$ cat src/rtl/core/kaseikyo_ir_frame_transmitter_assert.svh
// Assertion macros shared by the transmitter RTL.
`ifndef KASEIKYO_IR_FRAME_TRANSMITTER_ASSERT_SVH
`define KASEIKYO_IR_FRAME_TRANSMITTER_ASSERT_SVH

// Checked on every rising edge outside reset.
`define KIR_ASSERT(lbl, prop, msg) \
  lbl: assert property (@(posedge clk) disable iff (!rst_n) prop) else $error(msg);

// Checked on every rising edge, reset included.
`define KIR_ASSERT_ALWAYS(lbl, prop, msg) \
  lbl: assert property (@(posedge clk) prop) else $error(msg);

`endif

$ cat src/rtl/core/kir_pkg.sv
package kir_pkg;

  localparam int FRAME_BITS = 48;
  localparam int TIMER_BITS = 20;
  localparam int BITS_W     = $clog2(FRAME_BITS + 1);
  localparam int UNIT_W     = 12;
  localparam int GAP_W      = 20;
  localparam int CFG_IDX_W  = 1;
  localparam int CFG_DATA_W = 20;

  localparam logic [UNIT_W-1:0] UNIT_RESET  = UNIT_W'(432);
  localparam logic [GAP_W-1:0]  GAP_RESET   = GAP_W'(130000 - 56000);
  localparam logic [3:0]        NIBBLE_MASK = 4'hF;

  localparam logic OP_START = 1'b0;
  localparam logic OP_TICK  = 1'b1;

  localparam logic [CFG_IDX_W-1:0] CFG_UNIT_US       = CFG_IDX_W'(0);
  localparam logic [CFG_IDX_W-1:0] CFG_REPEAT_GAP_US = CFG_IDX_W'(1);

  typedef logic [TIMER_BITS-1:0] timer_t;
  typedef logic [FRAME_BITS-1:0] frame_t;
  typedef logic [BITS_W-1:0]     bits_t;

  localparam timer_t TIMER_MAX = '1;

  typedef enum logic [2:0] {
    PH_IDLE,
    PH_HDR_MARK,
    PH_HDR_SPACE,
    PH_BIT_MARK,
    PH_BIT_SPACE,
    PH_STOP_MARK,
    PH_GAP
  } phase_t;

  typedef struct packed {
    logic        op;
    logic [11:0] address;
    logic [7:0]  command;
    logic [15:0] vendor_code;
    logic [7:0]  repeats;
  } req_t;

  typedef struct packed {
    logic ir_mark;
    logic busy_res;
    logic start_rejected;
  } res_t;

  typedef struct packed {
    logic [UNIT_W-1:0] unit_us;
    logic [GAP_W-1:0]  repeat_gap_us;
  } cfg_t;

  function automatic timer_t timer_load(input logic [31:0] v);
    timer_t t;
    if (v > 32'(TIMER_MAX)) begin
      t = TIMER_MAX;
    end else begin
      t = v[TIMER_BITS-1:0];
    end
    return t;
  endfunction

endpackage

$ cat src/rtl/core/kaseikyo_ir_frame_transmitter.sv
// Channel   Direction  Payload                      Handshake
// in_       input      op, address, command,        in_valid / in_ready
//                      vendor_code, repeats
// out_      output     ir_mark, busy_res,           out_valid / out_ready
//                      start_rejected
// cfg_      input      register index, write data   cfg_wr_en, no wait
//
// Every request yields exactly one result once the output is free. One request
// is accepted per cycle while the output is not stalled: the sequencer state is
// updated in the single cycle in which a request moves from the input register
// into the result register. Reset is synchronous and active low and returns the
// block to idle with the default timing unit and gap. A stalled output holds its
// result while one further request waits in the input register.
module kaseikyo_ir_frame_transmitter (
  input  logic                                clk,
  input  logic                                rst_n,
  input  logic                                in_valid,
  output logic                                in_ready,
  input  kir_pkg::req_t                       in_data,
  output logic                                out_valid,
  input  logic                                out_ready,
  output kir_pkg::res_t                       out_data,
  input  logic                                cfg_wr_en,
  input  logic [kir_pkg::CFG_IDX_W-1:0]       cfg_index,
  input  logic [kir_pkg::CFG_DATA_W-1:0]      cfg_wdata
);
  import kir_pkg::*;
  `include "kaseikyo_ir_frame_transmitter_assert.svh"

  cfg_t cfg_r;
  logic s1_valid_r;
  req_t s1_data_r;
  logic out_valid_r;
  res_t out_data_r;
  logic s1_move;
  res_t seq_res;

  assign s1_move   = s1_valid_r && (!out_valid_r || out_ready);
  assign in_ready  = !s1_valid_r || s1_move;
  assign out_valid = out_valid_r;
  assign out_data  = out_data_r;

  always_ff @(posedge clk) begin
    if (!rst_n) begin
      cfg_r.unit_us       <= UNIT_RESET;
      cfg_r.repeat_gap_us <= GAP_RESET;
    end else if (cfg_wr_en) begin
      unique case (cfg_index)
        CFG_UNIT_US:       cfg_r.unit_us       <= cfg_wdata[UNIT_W-1:0];
        CFG_REPEAT_GAP_US: cfg_r.repeat_gap_us <= cfg_wdata[GAP_W-1:0];
        default: ;
      endcase
    end
  end

  always_ff @(posedge clk) begin
    if (!rst_n) begin
      s1_valid_r  <= 1'b0;
      out_valid_r <= 1'b0;
    end else begin
      if (in_ready) begin
        s1_valid_r <= in_valid;
      end
      if (s1_move) begin
        out_valid_r <= 1'b1;
      end else if (out_ready) begin
        out_valid_r <= 1'b0;
      end
    end
  end

  always_ff @(posedge clk) begin
    if (in_valid && in_ready) begin
      s1_data_r <= in_data;
    end
    if (s1_move) begin
      out_data_r <= seq_res;
    end
  end

  kir_seq u_seq (
    .clk     (clk),
    .rst_n   (rst_n),
    .item_go (s1_move),
    .item    (s1_data_r),
    .cfg     (cfg_r),
    .res     (seq_res)
  );

  `KIR_ASSERT(a_reject_when_busy, out_valid_r && out_data_r.start_rejected |-> out_data_r.busy_res, "rejected request without busy")
  `KIR_ASSERT(a_mark_when_busy, out_valid_r && out_data_r.ir_mark |-> out_data_r.busy_res, "mark outside a sequence")
  `KIR_ASSERT(a_tick_not_rejected, s1_move && s1_data_r.op == OP_TICK |=> !out_data_r.start_rejected, "tick flagged as rejected")
  `KIR_ASSERT_ALWAYS(a_ready_when_empty, !s1_valid_r |-> in_ready, "input stalled while empty")

endmodule

$ cat src/rtl/core/kir_frame_build.sv
module kir_frame_build (
  input  kir_pkg::req_t   req,
  output kir_pkg::frame_t frame
);
  import kir_pkg::*;

  logic [3:0] vend_xor;
  logic [7:0] byte2;
  logic [7:0] byte3;
  logic [7:0] parity;

  always_comb begin
    vend_xor = (req.vendor_code[3:0] ^ req.vendor_code[7:4] ^ req.vendor_code[11:8]
               ^ req.vendor_code[15:12]) & NIBBLE_MASK;
    byte2    = {req.address[3:0], vend_xor};
    byte3    = req.address[11:4];
    parity   = byte2 ^ byte3 ^ req.command;
    frame    = FRAME_BITS'({parity, req.command, byte3, byte2, req.vendor_code});
  end

endmodule

$ cat src/rtl/core/kir_seq.sv
module kir_seq (
  input  logic          clk,
  input  logic          rst_n,
  input  logic          item_go,
  input  kir_pkg::req_t item,
  input  kir_pkg::cfg_t cfg,
  output kir_pkg::res_t res
);
  import kir_pkg::*;

  phase_t     phase_r, phase_nxt;
  timer_t     time_left_r, time_left_nxt;
  frame_t     frame_r, frame_nxt;
  bits_t      bits_left_r, bits_left_nxt;
  logic [7:0] frames_left_r, frames_left_nxt;

  frame_t            new_frame;
  logic [UNIT_W-1:0] unit_eff;
  timer_t            t_unit1, t_unit3, t_unit4, t_unit8, t_gap, t_dec;
  logic [7:0]        frame_cnt, frames_dec;
  bits_t             bits_dec;

  kir_frame_build u_frame_build (
    .req   (item),
    .frame (new_frame)
  );

  always_comb begin
    unit_eff   = (cfg.unit_us == '0) ? UNIT_W'(1) : cfg.unit_us;
    t_unit1    = timer_load(32'(unit_eff));
    t_unit3    = timer_load(32'(unit_eff) * 32'd3);
    t_unit4    = timer_load(32'(unit_eff) << 2);
    t_unit8    = timer_load(32'(unit_eff) << 3);
    t_gap      = timer_load(32'(cfg.repeat_gap_us));
    t_dec      = time_left_r - TIMER_BITS'(1);
    frame_cnt  = item.repeats + 8'd1;
    frames_dec = frames_left_r - 8'd1;
    bits_dec   = bits_left_r - BITS_W'(1);
  end

  always_comb begin
    phase_nxt       = phase_r;
    time_left_nxt   = time_left_r;
    frame_nxt       = frame_r;
    bits_left_nxt   = bits_left_r;
    frames_left_nxt = frames_left_r;
    if (item_go) begin
      if (item.op == OP_START) begin
        if (phase_r == PH_IDLE) begin
          frame_nxt       = new_frame;
          bits_left_nxt   = '0;
          frames_left_nxt = frame_cnt;
          if (frame_cnt != 8'd0) begin
            phase_nxt     = PH_HDR_MARK;
            time_left_nxt = t_unit8;
          end
        end
      end else if (phase_r != PH_IDLE) begin
        time_left_nxt = t_dec;
        if (t_dec == '0) begin
          unique case (phase_r)
            PH_HDR_MARK: begin
              phase_nxt     = PH_HDR_SPACE;
              time_left_nxt = t_unit4;
            end
            PH_HDR_SPACE: begin
              bits_left_nxt = BITS_W'(FRAME_BITS);
              phase_nxt     = PH_BIT_MARK;
              time_left_nxt = t_unit1;
            end
            PH_BIT_MARK: begin
              phase_nxt     = PH_BIT_SPACE;
              time_left_nxt = frame_r[0] ? t_unit3 : t_unit1;
            end
            PH_BIT_SPACE: begin
              frame_nxt     = {frame_r[0], frame_r[FRAME_BITS-1:1]};
              bits_left_nxt = bits_dec;
              phase_nxt     = (bits_dec != '0) ? PH_BIT_MARK : PH_STOP_MARK;
              time_left_nxt = t_unit1;
            end
            PH_STOP_MARK: begin
              frames_left_nxt = frames_dec;
              if (frames_dec == 8'd0) begin
                phase_nxt     = PH_IDLE;
                time_left_nxt = '0;
              end else if (cfg.repeat_gap_us == '0) begin
                phase_nxt     = PH_HDR_MARK;
                time_left_nxt = t_unit8;
              end else begin
                phase_nxt     = PH_GAP;
                time_left_nxt = t_gap;
              end
            end
            PH_GAP: begin
              phase_nxt     = PH_HDR_MARK;
              time_left_nxt = t_unit8;
            end
            default: begin
              phase_nxt     = PH_IDLE;
              time_left_nxt = '0;
            end
          endcase
        end
      end
    end
  end

  always_comb begin
    res = '0;
    if (item.op == OP_START) begin
      res.start_rejected = (phase_r != PH_IDLE);
      res.busy_res       = (phase_nxt != PH_IDLE);
    end else begin
      res.busy_res = (phase_r != PH_IDLE);
      res.ir_mark  = (phase_r == PH_HDR_MARK) || (phase_r == PH_BIT_MARK)
                     || (phase_r == PH_STOP_MARK);
    end
  end

  always_ff @(posedge clk) begin
    if (!rst_n) begin
      phase_r       <= PH_IDLE;
      time_left_r   <= '0;
      frames_left_r <= '0;
    end else begin
      phase_r       <= phase_nxt;
      time_left_r   <= time_left_nxt;
      frames_left_r <= frames_left_nxt;
    end
  end

  always_ff @(posedge clk) begin
    if (!rst_n) begin
      frame_r     <= '0;
      bits_left_r <= '0;
    end else begin
      frame_r     <= frame_nxt;
      bits_left_r <= bits_left_nxt;
    end
  end

endmodule

$ cat config.mk
export PLATFORM = sky130hd
export DESIGN_NAME = kaseikyo_ir_frame_transmitter
export DESIGN_NICKNAME = d
export VERILOG_FILES = /design/src/rtl/core/kir_pkg.sv /design/src/rtl/core/kaseikyo_ir_frame_transmitter.sv /design/src/rtl/core/kir_frame_build.sv /design/src/rtl/core/kir_seq.sv
export VERILOG_INCLUDE_DIRS = /design/src /design/src/rtl/core
export SDC_FILE = /design/constraint.sdc
export NUM_CORES = 1
export LEC_CHECK = 0
export BUFFER_PORTS_ARGS = -buffer_cell sky130_fd_sc_hd__buf_2
export CORE_MARGIN = 2
export CORE_UTILIZATION = 48
export CTS_BUF_LIST = sky130_fd_sc_hd__clkbuf_4
export CTS_CLUSTER_DIAMETER = 80
export CTS_CLUSTER_SIZE = 16
export DETAILED_ROUTE_END_ITERATION = 10
export PLACE_DENSITY = 0.65
export SETUP_SLACK_MARGIN = 0.15
export SLEW_MARGIN = 5
export SYNTH_ARGS = -nofsm -noshare
export SYNTH_HDL_FRONTEND = slang
export SYNTH_HIERARCHICAL = 1
export SYNTH_SLANG_ARGS = --single-unit
$ cat constraint.sdc
create_clock -name clk -period 3.9 [get_ports clk]
set_clock_uncertainty 0.2 [all_clocks]
set_input_delay 0.975 -clock clk [delete_from_list [all_inputs] [get_ports clk]]
set_output_delay 0.975 -clock clk [all_outputs]
set_load 0.02 [all_outputs]
==> results.md, run 1 <==
- Status: complete, no violations
- Worst hold path type: register to register
- WP data required: 4.18 ns
- RSZ-0062 raised after global routing: false
- Worst slew pin tran: 0.890 ns
- CP Data Arrival Time: 3.87 ns
- Core area: 0.0195 mm2
- CTS tree: done
- Hold Worst Slack: 0.290 ns
- I/O Pins: 76
- Post-route cell area: 0.0104 mm2
- Initial core utilization: 49.2%
- Vias: 8175
- Relative slew slack: 40.5%
- Total CTS buffers: 17
- Synthesized area: 0.00960 mm2
- DR vias/cell: 5.92
- Critical path peak fanout: 51
- Endpoint type of the worst setup path: register
- DRT Pass-1 Iters: 6
- Maximum vdd drop: 0.193 mV
- Pwr Total: 0.00362 W
- Most frequent cells after synthesis: nor2_1 (148), dfxtp_1 (119), nand2_1 (86)
- Crit path kind: register to register
- H-tree depth: 4
- Crit. Startpoint: u_seq/time_left_r[2]
- Die area: 0.0212 mm2
- CTS Sinks: 167
- Worst Hold Path Cells: 2
- Synth Warn #: 6
- Power Density: 350 mW/mm2
- Synth cell types: 78
- Post-DP HPWL: 18200 um
- Detailed Route WL: 25500 um
- Initial antenna violation count: 1
- Max Fclk: 278 MHz
- Max Transition Viols Final: 0
- Synthesized area per cell: 9.00 um2
- Final ANT Viol Nets: 0
- Reg-to-Reg Start: u_seq/time_left_r[2]
- Final nets: 1199
- Routability cong.: 0.961
- Reg2reg path depth: 7
- DIE HEIGHT: 145 um
- Vias in the first global route: 7520
- Total of max-cap violations: 0
- Total GRT Usage: 24.0%
- Crit start category: register
- Fin. Hold Viols: 0
- P_leak: 4.04 nW
- R2R Setup Slk: 0.30 ns
- Post-detailed-route wirelength per cell: 18.4 um
- Placed instance area: 0.0100 mm2
- Clk slew on worst S/H paths: 0.16 ns
- Clk buf depth: 2
- Tcrit/Tclk final: 92.3%
- Synth top area share: 24.8%
- Top post-synthesis cells by area: dfxtp_1 (25%), edfxtp_1 (15%), nor2_1 (5.8%)
- Total negative slack: 0 ns
- Grt ovf: 0
- Hold-fix buffers, CTS: 0
- # port buffers: 75
- Register area share after synthesis: 39.8%
- DRC viols: 0
- Largest net degree at the start of global routing: 65
- First-pass GRT wire length: 40800 um
- Clk root buf: clkbuf_4
- Die W: 145 um
- Clock latency at the later pin of the worst-skew pair: 0.60 ns
- Top-count cell post-synth: nor2_1
- Tmin final: 3.60 ns
- Synth-to-layout area growth: 7.95%
- Mapped Cells: 1067
- Largest area contributor in the netlist: dfxtp_1
- FF+latch count, synth: 167
- Primary FF master, synth: dfxtp_1
- Syn_nets: 1164
- Final setup fails: 0
- # rows: 51
- Post-synth EDFFs: 48
- Share of layout cells above drive strength 1: 15.6%
- Initial DRC count: 1039
- HP Start: cfg_r[11]
- Share of synthesized registers carrying an async set or reset: 0%
-- per-layer routing --
layer,track usage [%],part of all wire (%),up-vias
met5,0,0,-
met4,7.75,1.6,0
met3,4.39,8.7,37
met2,33.6,41,402
met1,37.0,48,3777
li1,-,-,3959
-- through the flow --
step	setup WS (ns)	std cells	util (%)
2_1_floorplan	0.176	1067	-
3_3_place_gp	0.276	1345	51.5
3_5_place_dp	0.202	1345	51.5
4_1_cts	0.153	1377	52.9
5_1_grt	0.183	1381	53.1
6_report	0.302	1381	53.1
-- worst max-delay path, stage by stage (launching register included) --
cell and delay (ns):
dfxtp_1 0.43, or4_1 0.60, or4_1 0.62, xor2_1 0.25, nand4_1 0.21, or4_1 0.54
buf_4 0.31, o221a_1 0.31
-- worst paths after layout --
check	endpoint
max	u_seq/frame_r[38]
min	cfg_r[11]
max reg2reg	u_seq/frame_r[38]
min reg2reg	cfg_r[11]
-- cell usage in the layout, fill, tap and decap left out, types with 14 or more instances in the layout --
cell and instances:
nor2_1 147, dfxtp_1 119, nand2_1 85, buf_2 75, edfxtp_1 48, o221a_1 48, buf_4 42, a21oi_1 42
inv_1 38, o21ai_0 33, nand3_1 30, nor3_1 26, ha_1 25, xnor2_1 21, xor2_1 21, mux2i_1 20
nor4_1 18, clkbuf_4 17, nand4_1 16, o211ai_1 14
-- cells by family after synthesis --
kind of cell,count (synthesis),share of synthesized area [%]
flops,167,39.8
compound gates,258,20.5
buf+inv,142,8.00
fa+ha+maj,26,3.47
xor+xnor,50,5.45
simple gates,403,20.6
mux,21,2.20
-- flip-flops by register name (all words and copies together) (netlist names) --
name and count:
cfg_r 32, out_data 3, out_valid 1, s1_data_r 45
s1_valid_r 1, u_seq/bits_left_r 6, u_seq/frame_r 48, u_seq/frames_left_r 8
u_seq/phase_r 3, u_seq/time_left_r 20
-- final cells by class --
cell class / instances / area, um2
fillers: 1895 / 9160
well taps: 265 / 332
inverters: 39 / 146
repair buffers: 119 / 731
multi-input cells: 758 / 5040
diodes: 1 / 2.50
clock inverters: 15 / 160
clock buffers: 17 / 128
flip-flops and latches: 167 / 3820
-- report_power, final --
part / internal [W] / leakage [nW] / switching (W)
Sequential: 0.00187 / 1.44 / 0.0000755
Combinational: 0.000271 / 2.44 / 0.000356
Clock: 0.000348 / 0.158 / 0.000703
-- timing repair --
action / CTS / global route
endpoints found under the setup margin: 0 / 44
buffers inserted: 0 / 3
resized for setup: 0 / 2
Note: power is estimated with default switching activity, not from simulation.
==> run 2, diff against run 1 <==
Settings changed: BUFFER_PORTS_ARGS -buffer_cell sky130_fd_sc_hd__buf_2 to -buffer_cell sky130_fd_sc_hd__clkbuf_2, CORE_UTILIZATION 48 to 57, PLACE_DENSITY 0.65 to 0.75.
==> results.md, run 2 (synthesis gave the netlist of run 1 again) <==
- Fin. Hold Viols: 0
- CTS Sinks: 167
- # fillers: 1419
- Worst slew pin tran: 0.849 ns
- Family with the most delay on the worst path: simple AND/OR/NAND/NOR gates
- First-pass GRT wire length: 39300 um
- Post-detailed-route wirelength per cell: 18.9 um
- Routability cong.: 0.947
- Initial core utilization: 58.1%
- DR vias/cell: 6.21
- CTS tree: done
- Max incr delay on CP: 0.64 ns
- Reg area: 0.00383 mm2
- Reg-to-Reg Start: u_seq/time_left_r[2]
- Clk slew on worst S/H paths: 0.14 ns
- Crit path kind: register to register
- Reg with most FFs: u_seq/frame_r
- Buf/Inv on CP: 1
- Hold-fix buffers, CTS: 0
- Placed cells: 1290
- Reg2reg path depth: 7
- Critical path peak fanout: 51
- Final nets: 1191
- DIE HEIGHT: 134 um
- Commonest non-fill, non-tap cells in the layout: nor2_1 (146), dfxtp_1 (115), nand2_1 (85), clkbuf_2 (75)
- Synth-to-layout area growth: 7.53%
- Initial DRC count: 1072
- Clk buf depth: 2
- WP data required: 4.14 ns
- Core area: 0.0165 mm2
- Tcrit/Tclk final: 91.5%
- Max Fclk: 280 MHz
- Worst Hold Path Cells: 2
- Worst Hold Endpoint: cfg_r[11]
- DRT Pass-1 Iters: 6
- Share of layout cells above drive strength 1: 15.9%
- Status: complete, no violations
- Placed instance area: 0.00993 mm2
- Die area: 0.0179 mm2
- Die W: 134 um
- CP Data Arrival Time: 3.81 ns
- Total negative slack: 0 ns
- Maximum vdd drop: 0.307 mV
- Clock latency at the later pin of the worst-skew pair: 0.56 ns
- Terminus of the critical flop-to-flop path: u_seq/frame_r[15]
- Relative slew slack: 43.3%
- HP Start: cfg_r[11]
- Endpoint type of the worst setup path: register
- CP cell instances: or4_1, or4_1, xor2_1, nand4_1, or4_1, buf_6, o221a_1
- # port buffers: 75
- Worst hold path type: register to register
- Vias in the first global route: 7335
- Final setup fails: 0
- Largest registers: u_seq/frame_r: 48 flops, s1_data_r: 45 flops, cfg_r: 32 flops
- Post-Route Utilization: 62.5%
- Largest register FFs: 48
- Total of max-cap violations: 0
- Final ANT Viol Nets: 0
- Post-route cell area: 0.0103 mm2
- Clk root buf: clkbuf_4
- Detailed Route WL: 25100 um
- Post-DP HPWL: 17900 um
- Total CTS buffers: 17
- Power Density: 356 mW/mm2
- Initial antenna violation count: 1
- RSZ-0062 raised after global routing: false
- Commonest non-fill, non-tap cell in the layout: nor2_1
- Most frequent CP cell: or4_1
- Final std cells w/o fill: 1328
- # rows: 47
- DRC viols: 0
- I/O Pins: 76
- Crit start category: register
- H-tree depth: 4
- Max Transition Viols Final: 0
- R2R Setup Slk: 0.33 ns
- Multi-input logic area: 0.00507 mm2
- Grt ovf: 0
- Total GRT Usage: 27.7%
- Largest net degree at the start of global routing: 82
- P_leak: 4.03 nW
- CP max stage cell: or4_1
- Tmin final: 3.57 ns
- Vias: 8251
[run 2: worst max path at each step]
stage,startpoint,end,depth (start not counted),slack [ns]
2_1_floorplan,cfg_r[23],u_seq/time_left_r[7],14,0.18
3_3_place_gp,cfg_r[30],u_seq/time_left_r[11],14,0.14
3_5_place_dp,cfg_r[30],u_seq/time_left_r[7],14,0.15
4_1_cts,cfg_r[23],u_seq/time_left_r[7],14,0.21
5_1_grt,cfg_r[22],u_seq/time_left_r[12],15,0.15
6_report,u_seq/time_left_r[2],u_seq/frame_r[15],7,0.33
[run 2: power by group]
group          total, W  switching [W]  leakage, nW  internal [W]
Clock           0.00110       0.000632        0.155      0.000467
Combinational  0.000621       0.000350         2.43      0.000271
Sequential      0.00196      0.0000853         1.44       0.00187
Total           0.00368        0.00107         4.03       0.00261
[run 2: layer usage]
| layer | global-route usage, % | wire length (um) | part of all wire [%] |
|---|---|---|---|
| met5 | 0 | 0 | 0 |
| met4 | 7.86 | 462 | 1.8 |
| met3 | 7.07 | 2330 | 9.3 |
| met2 | 38.8 | 10500 | 42 |
| met1 | 42.1 | 11700 | 47 |
[run 2: metrics by stage]
stage | power [W] | hold WS, ns | worst slack, ns
4_1_cts | 0.00368 | 0.303 | 0.210
3_5_place_dp | 0.00259 | 0.282 | 0.146
2_1_floorplan | 0.00243 | 0.237 | 0.176
5_1_grt | 0.00384 | 0.306 | 0.149
3_3_place_gp | 0.00258 | 0.262 | 0.144
6_report | 0.00368 | 0.296 | 0.333
[run 2: area by class of cell]
| type | instances | share of cell area (%) |
|---|---|---|
| Antenna cell | 1 | 0.0242 |
| Clock buffer | 19 | 1.38 |
| Timing Repair Buffer | 111 | 6.69 |
| Clock inverter | 13 | 1.62 |
| Sequential cell | 167 | 37.1 |
| Tap cell | 220 | 2.67 |
| Inverter | 39 | 1.42 |
| Multi-Input combinational cell | 758 | 49.1 |
[run 2: worst min-delay path: stages, from the launching register on]
cell and delay, ns:
dfxtp_1 0.35, nand2_1 0.06, mux2i_1 0.05
[run 2: timing repair]
item,in CTS,in global routing
buffers inserted,0,5
gates resized for setup,2,12
setup endpoints to repair,3,36
pin swaps,0,3
==> run 3, diff against run 2 <==
Settings changed: CORE_UTILIZATION 57 to 56, PLACE_DENSITY 0.75 to 0.74, SYNTH_HIERARCHICAL 1 to default.
==> results.md, run 3 <==
- Reg area: 0.00383 mm2
- Fin. Hold Viols: 0
- Largest registers: u_seq.frame_r: 48 flops, s1_data_r: 45 flops, cfg_r: 32 flops
- Share of power burned in registers: 53.2%
- Commonest non-fill, non-tap cell in the layout: nand2_1
- Multi-input logic area: 0.00523 mm2
- Mapped Cells: 1056
- Final setup fails: 0
- Sw power: 0.00118 W
- Synth cell types: 79
- First-pass GRT wire length: 36800 um
- RSZ-0062 raised after global routing: true
- Die area: 0.0178 mm2
- Worst slew pin tran: 0.962 ns
- Clk pwr share: 28.2%
- Total negative slack: 0 ns
- Synth top area share: 25.4%
- Max Transition Viols Final: 0
- Reg with most FFs: u_seq.frame_r
- Post-synth EDFFs: 48
- Post-Route Utilization: 63.5%
- Total CTS buffers: 17
- Syn_nets: 1152
- Post-DP HPWL: 16600 um
- FF+latch count, synth: 167
- Crit path kind: register to register
- Power Internal: 0.00252 W
- Clock latency at the later pin of the worst-skew pair: 0.59 ns
- Post-detailed-route wirelength per cell: 16.9 um
- Synthesized area: 0.00939 mm2
- Core area: 0.0165 mm2
- Vias in the first global route: 7279
- Initial core utilization: 57.0%
- Detailed Route WL: 22700 um
- Power Density: 353 mW/mm2
- Clk buf depth: 2
- Hold-fix buffers, CTS: 0
- DIE HEIGHT: 133 um
- Max Fclk: 269 MHz
- CP cell instances: inv_1, ha_1, nand4_1, nor4b_4, buf_6, nor2_1, ha_1, o21ai_2, a21oi_2, o21a_1, o41ai_4, mux2i_1, or3b_2, a21oi_1, o22ai_1
- Top post-synthesis cells by area: dfxtp_1 (25%), edfxtp_1 (15%), nand2_1 (6.2%)
- DRC viols: 0
- # rows: 47
- Maximum vdd drop: 0.248 mV
- Endpoint type of the worst setup path: register
- Critical path peak fanout: 5
- WP data required: 4.17 ns
- Initial antenna violation count: 1
- Initial DRC count: 799
- CP Data Arrival Time: 3.99 ns
- Crit start category: register
- Status: complete, no violations
- Logic pwr share: 18.7%
- Top-count cell post-synth: nand2_1
- Worst hold path type: register to register
- DRT Pass-1 Iters: 6
- Register area share after synthesis: 40.7%
- H-tree depth: 4
- Grt ovf: 0
- Routability cong.: 1.01
- Largest register FFs: 48
- CTS tree: done
- Final nets: 1210
- Max incr delay on CP: 0.46 ns
- Final ANT Viol Nets: 0
- Synthesized area per cell: 8.89 um2
- Most frequent CP cell: ha_1
- DR vias/cell: 6.02
- Synth-to-layout area growth: 11.4%
- Commonest non-fill, non-tap cells in the layout: nand2_1 (156), dfxtp_1 (116), clkbuf_2 (75), nor2_1 (73), edfxtp_1 (48)
- # fillers: 1444
- Total GRT Usage: 25.5%
- Die W: 133 um
- # port buffers: 75
- CP max stage cell: or3b_2
- Clk root buf: clkbuf_4
- Vias: 8117
- Clk slew on worst S/H paths: 0.16 ns
- Share of layout cells above drive strength 1: 17.5%
- Relative slew slack: 35.9%
- Most frequent cells after synthesis: nand2_1 (156), dfxtp_1 (119), nor2_1 (75)
- Tcrit/Tclk final: 95.4%
- I/O Pins: 76
- Synth Warn #: 0
- Primary FF master, synth: dfxtp_1
- Largest net degree at the start of global routing: 66
- Switching portion of total power: 31.9%
- Largest area contributor in the netlist: dfxtp_1
- Total of max-cap violations: 0
- CTS Sinks: 167
- Share of synthesized registers carrying an async set or reset: 0%
- P_leak: 4.29 nW
- Tmin final: 3.72 ns
[run 3: stage by stage]
stage / instances / hold slack, ns / setup slack, ns / power [W] / area, um2
after floorplan: 1056 / 0.238 / 0.239 / 0.00247 / 9390
after global placement: 1309 / 0.248 / 0.108 / 0.00265 / 10000
after detailed placement: 1309 / 0.256 / 0.0432 / 0.00266 / 10000
after CTS: 1341 / 0.275 / 0.134 / 0.00368 / 10300
after global routing: 1348 / 0.300 / 0.0191 / 0.00385 / 10500
final: 1348 / 0.269 / 0.181 / 0.00370 / 10500
[run 3: power groups by stage]
stage | clock network [W] | registers [W] | logic (W)
2_1_floorplan | 0 | 0.00197 | 0.000502
3_3_place_gp | 0 | 0.00200 | 0.000650
3_5_place_dp | 0 | 0.00200 | 0.000655
4_1_cts | 0.00105 | 0.00196 | 0.000667
5_1_grt | 0.00111 | 0.00198 | 0.000761
6_report | 0.00104 | 0.00196 | 0.000689
[run 3: cell type report]
cell class	instances	area share (%)
sequential	167	36.6
clock buffer	17	1.22
timing repair buffer	113	6.71
tap	220	2.63
inverter	35	1.26
multi-input combinational	780	50.0
clock inverter	15	1.54
antenna	1	0.0239
[run 3: worst paths after layout]
| path | from | endpoint | slack, ns | depth (start not counted) |
|---|---|---|---|---|
| worst max-delay path | cfg_r[25] | u_seq.time_left_r[9] | 0.18 | 15 |
| worst min register to register | u_seq.frame_r[41] | u_seq.frame_r[41] | 0.27 | 2 |
| worst max register to register | cfg_r[25] | u_seq.time_left_r[9] | 0.18 | 15 |
| worst min-delay path | u_seq.frame_r[41] | u_seq.frame_r[41] | 0.27 | 2 |
[run 3: cell families (layout without fill, tap and decap cells)]
group | count (synthesis) | in the layout | share of synthesized area, %
AOI/OAI and AO/OA | 277 | 277 | 21.7
muxes | 39 | 39 | 4.17
DFF | 167 | 167 | 40.7
buffers and inverters | 109 | 180 | 4.79
other | 0 | 1 | 0
adders and majority gates | 25 | 25 | 3.41
xor gates and xnor gates | 56 | 56 | 5.31
and+or+nand+nor | 383 | 383 | 19.9
[run 3: layer usage]
layer  track usage [%]  wire length (um)  up-vias
met5                 0                 0        -
met4              9.04               673        0
met3              4.26              1530       49
met2              41.0             10400      308
met1              35.1             10100     3801
li1                  -                 -     3959
[run 3: worst max-delay path, delay by kind of cell, from the launching register on]
kind	cells	cell delay [ns]
adders and majority gates	2	0.48
muxes	1	0.15
buffers and inverters	2	0.31
AOI/OAI and AO/OA	6	1.07
and+or+nand+nor	4	1.00
DFF	1	0.38
[run 3: timing repair]
item	in CTS	in global routing
pin swaps	0	5
resized for setup	4	22
buffers inserted	0	6
endpoints found under the setup margin	21	80
gates cloned	0	0
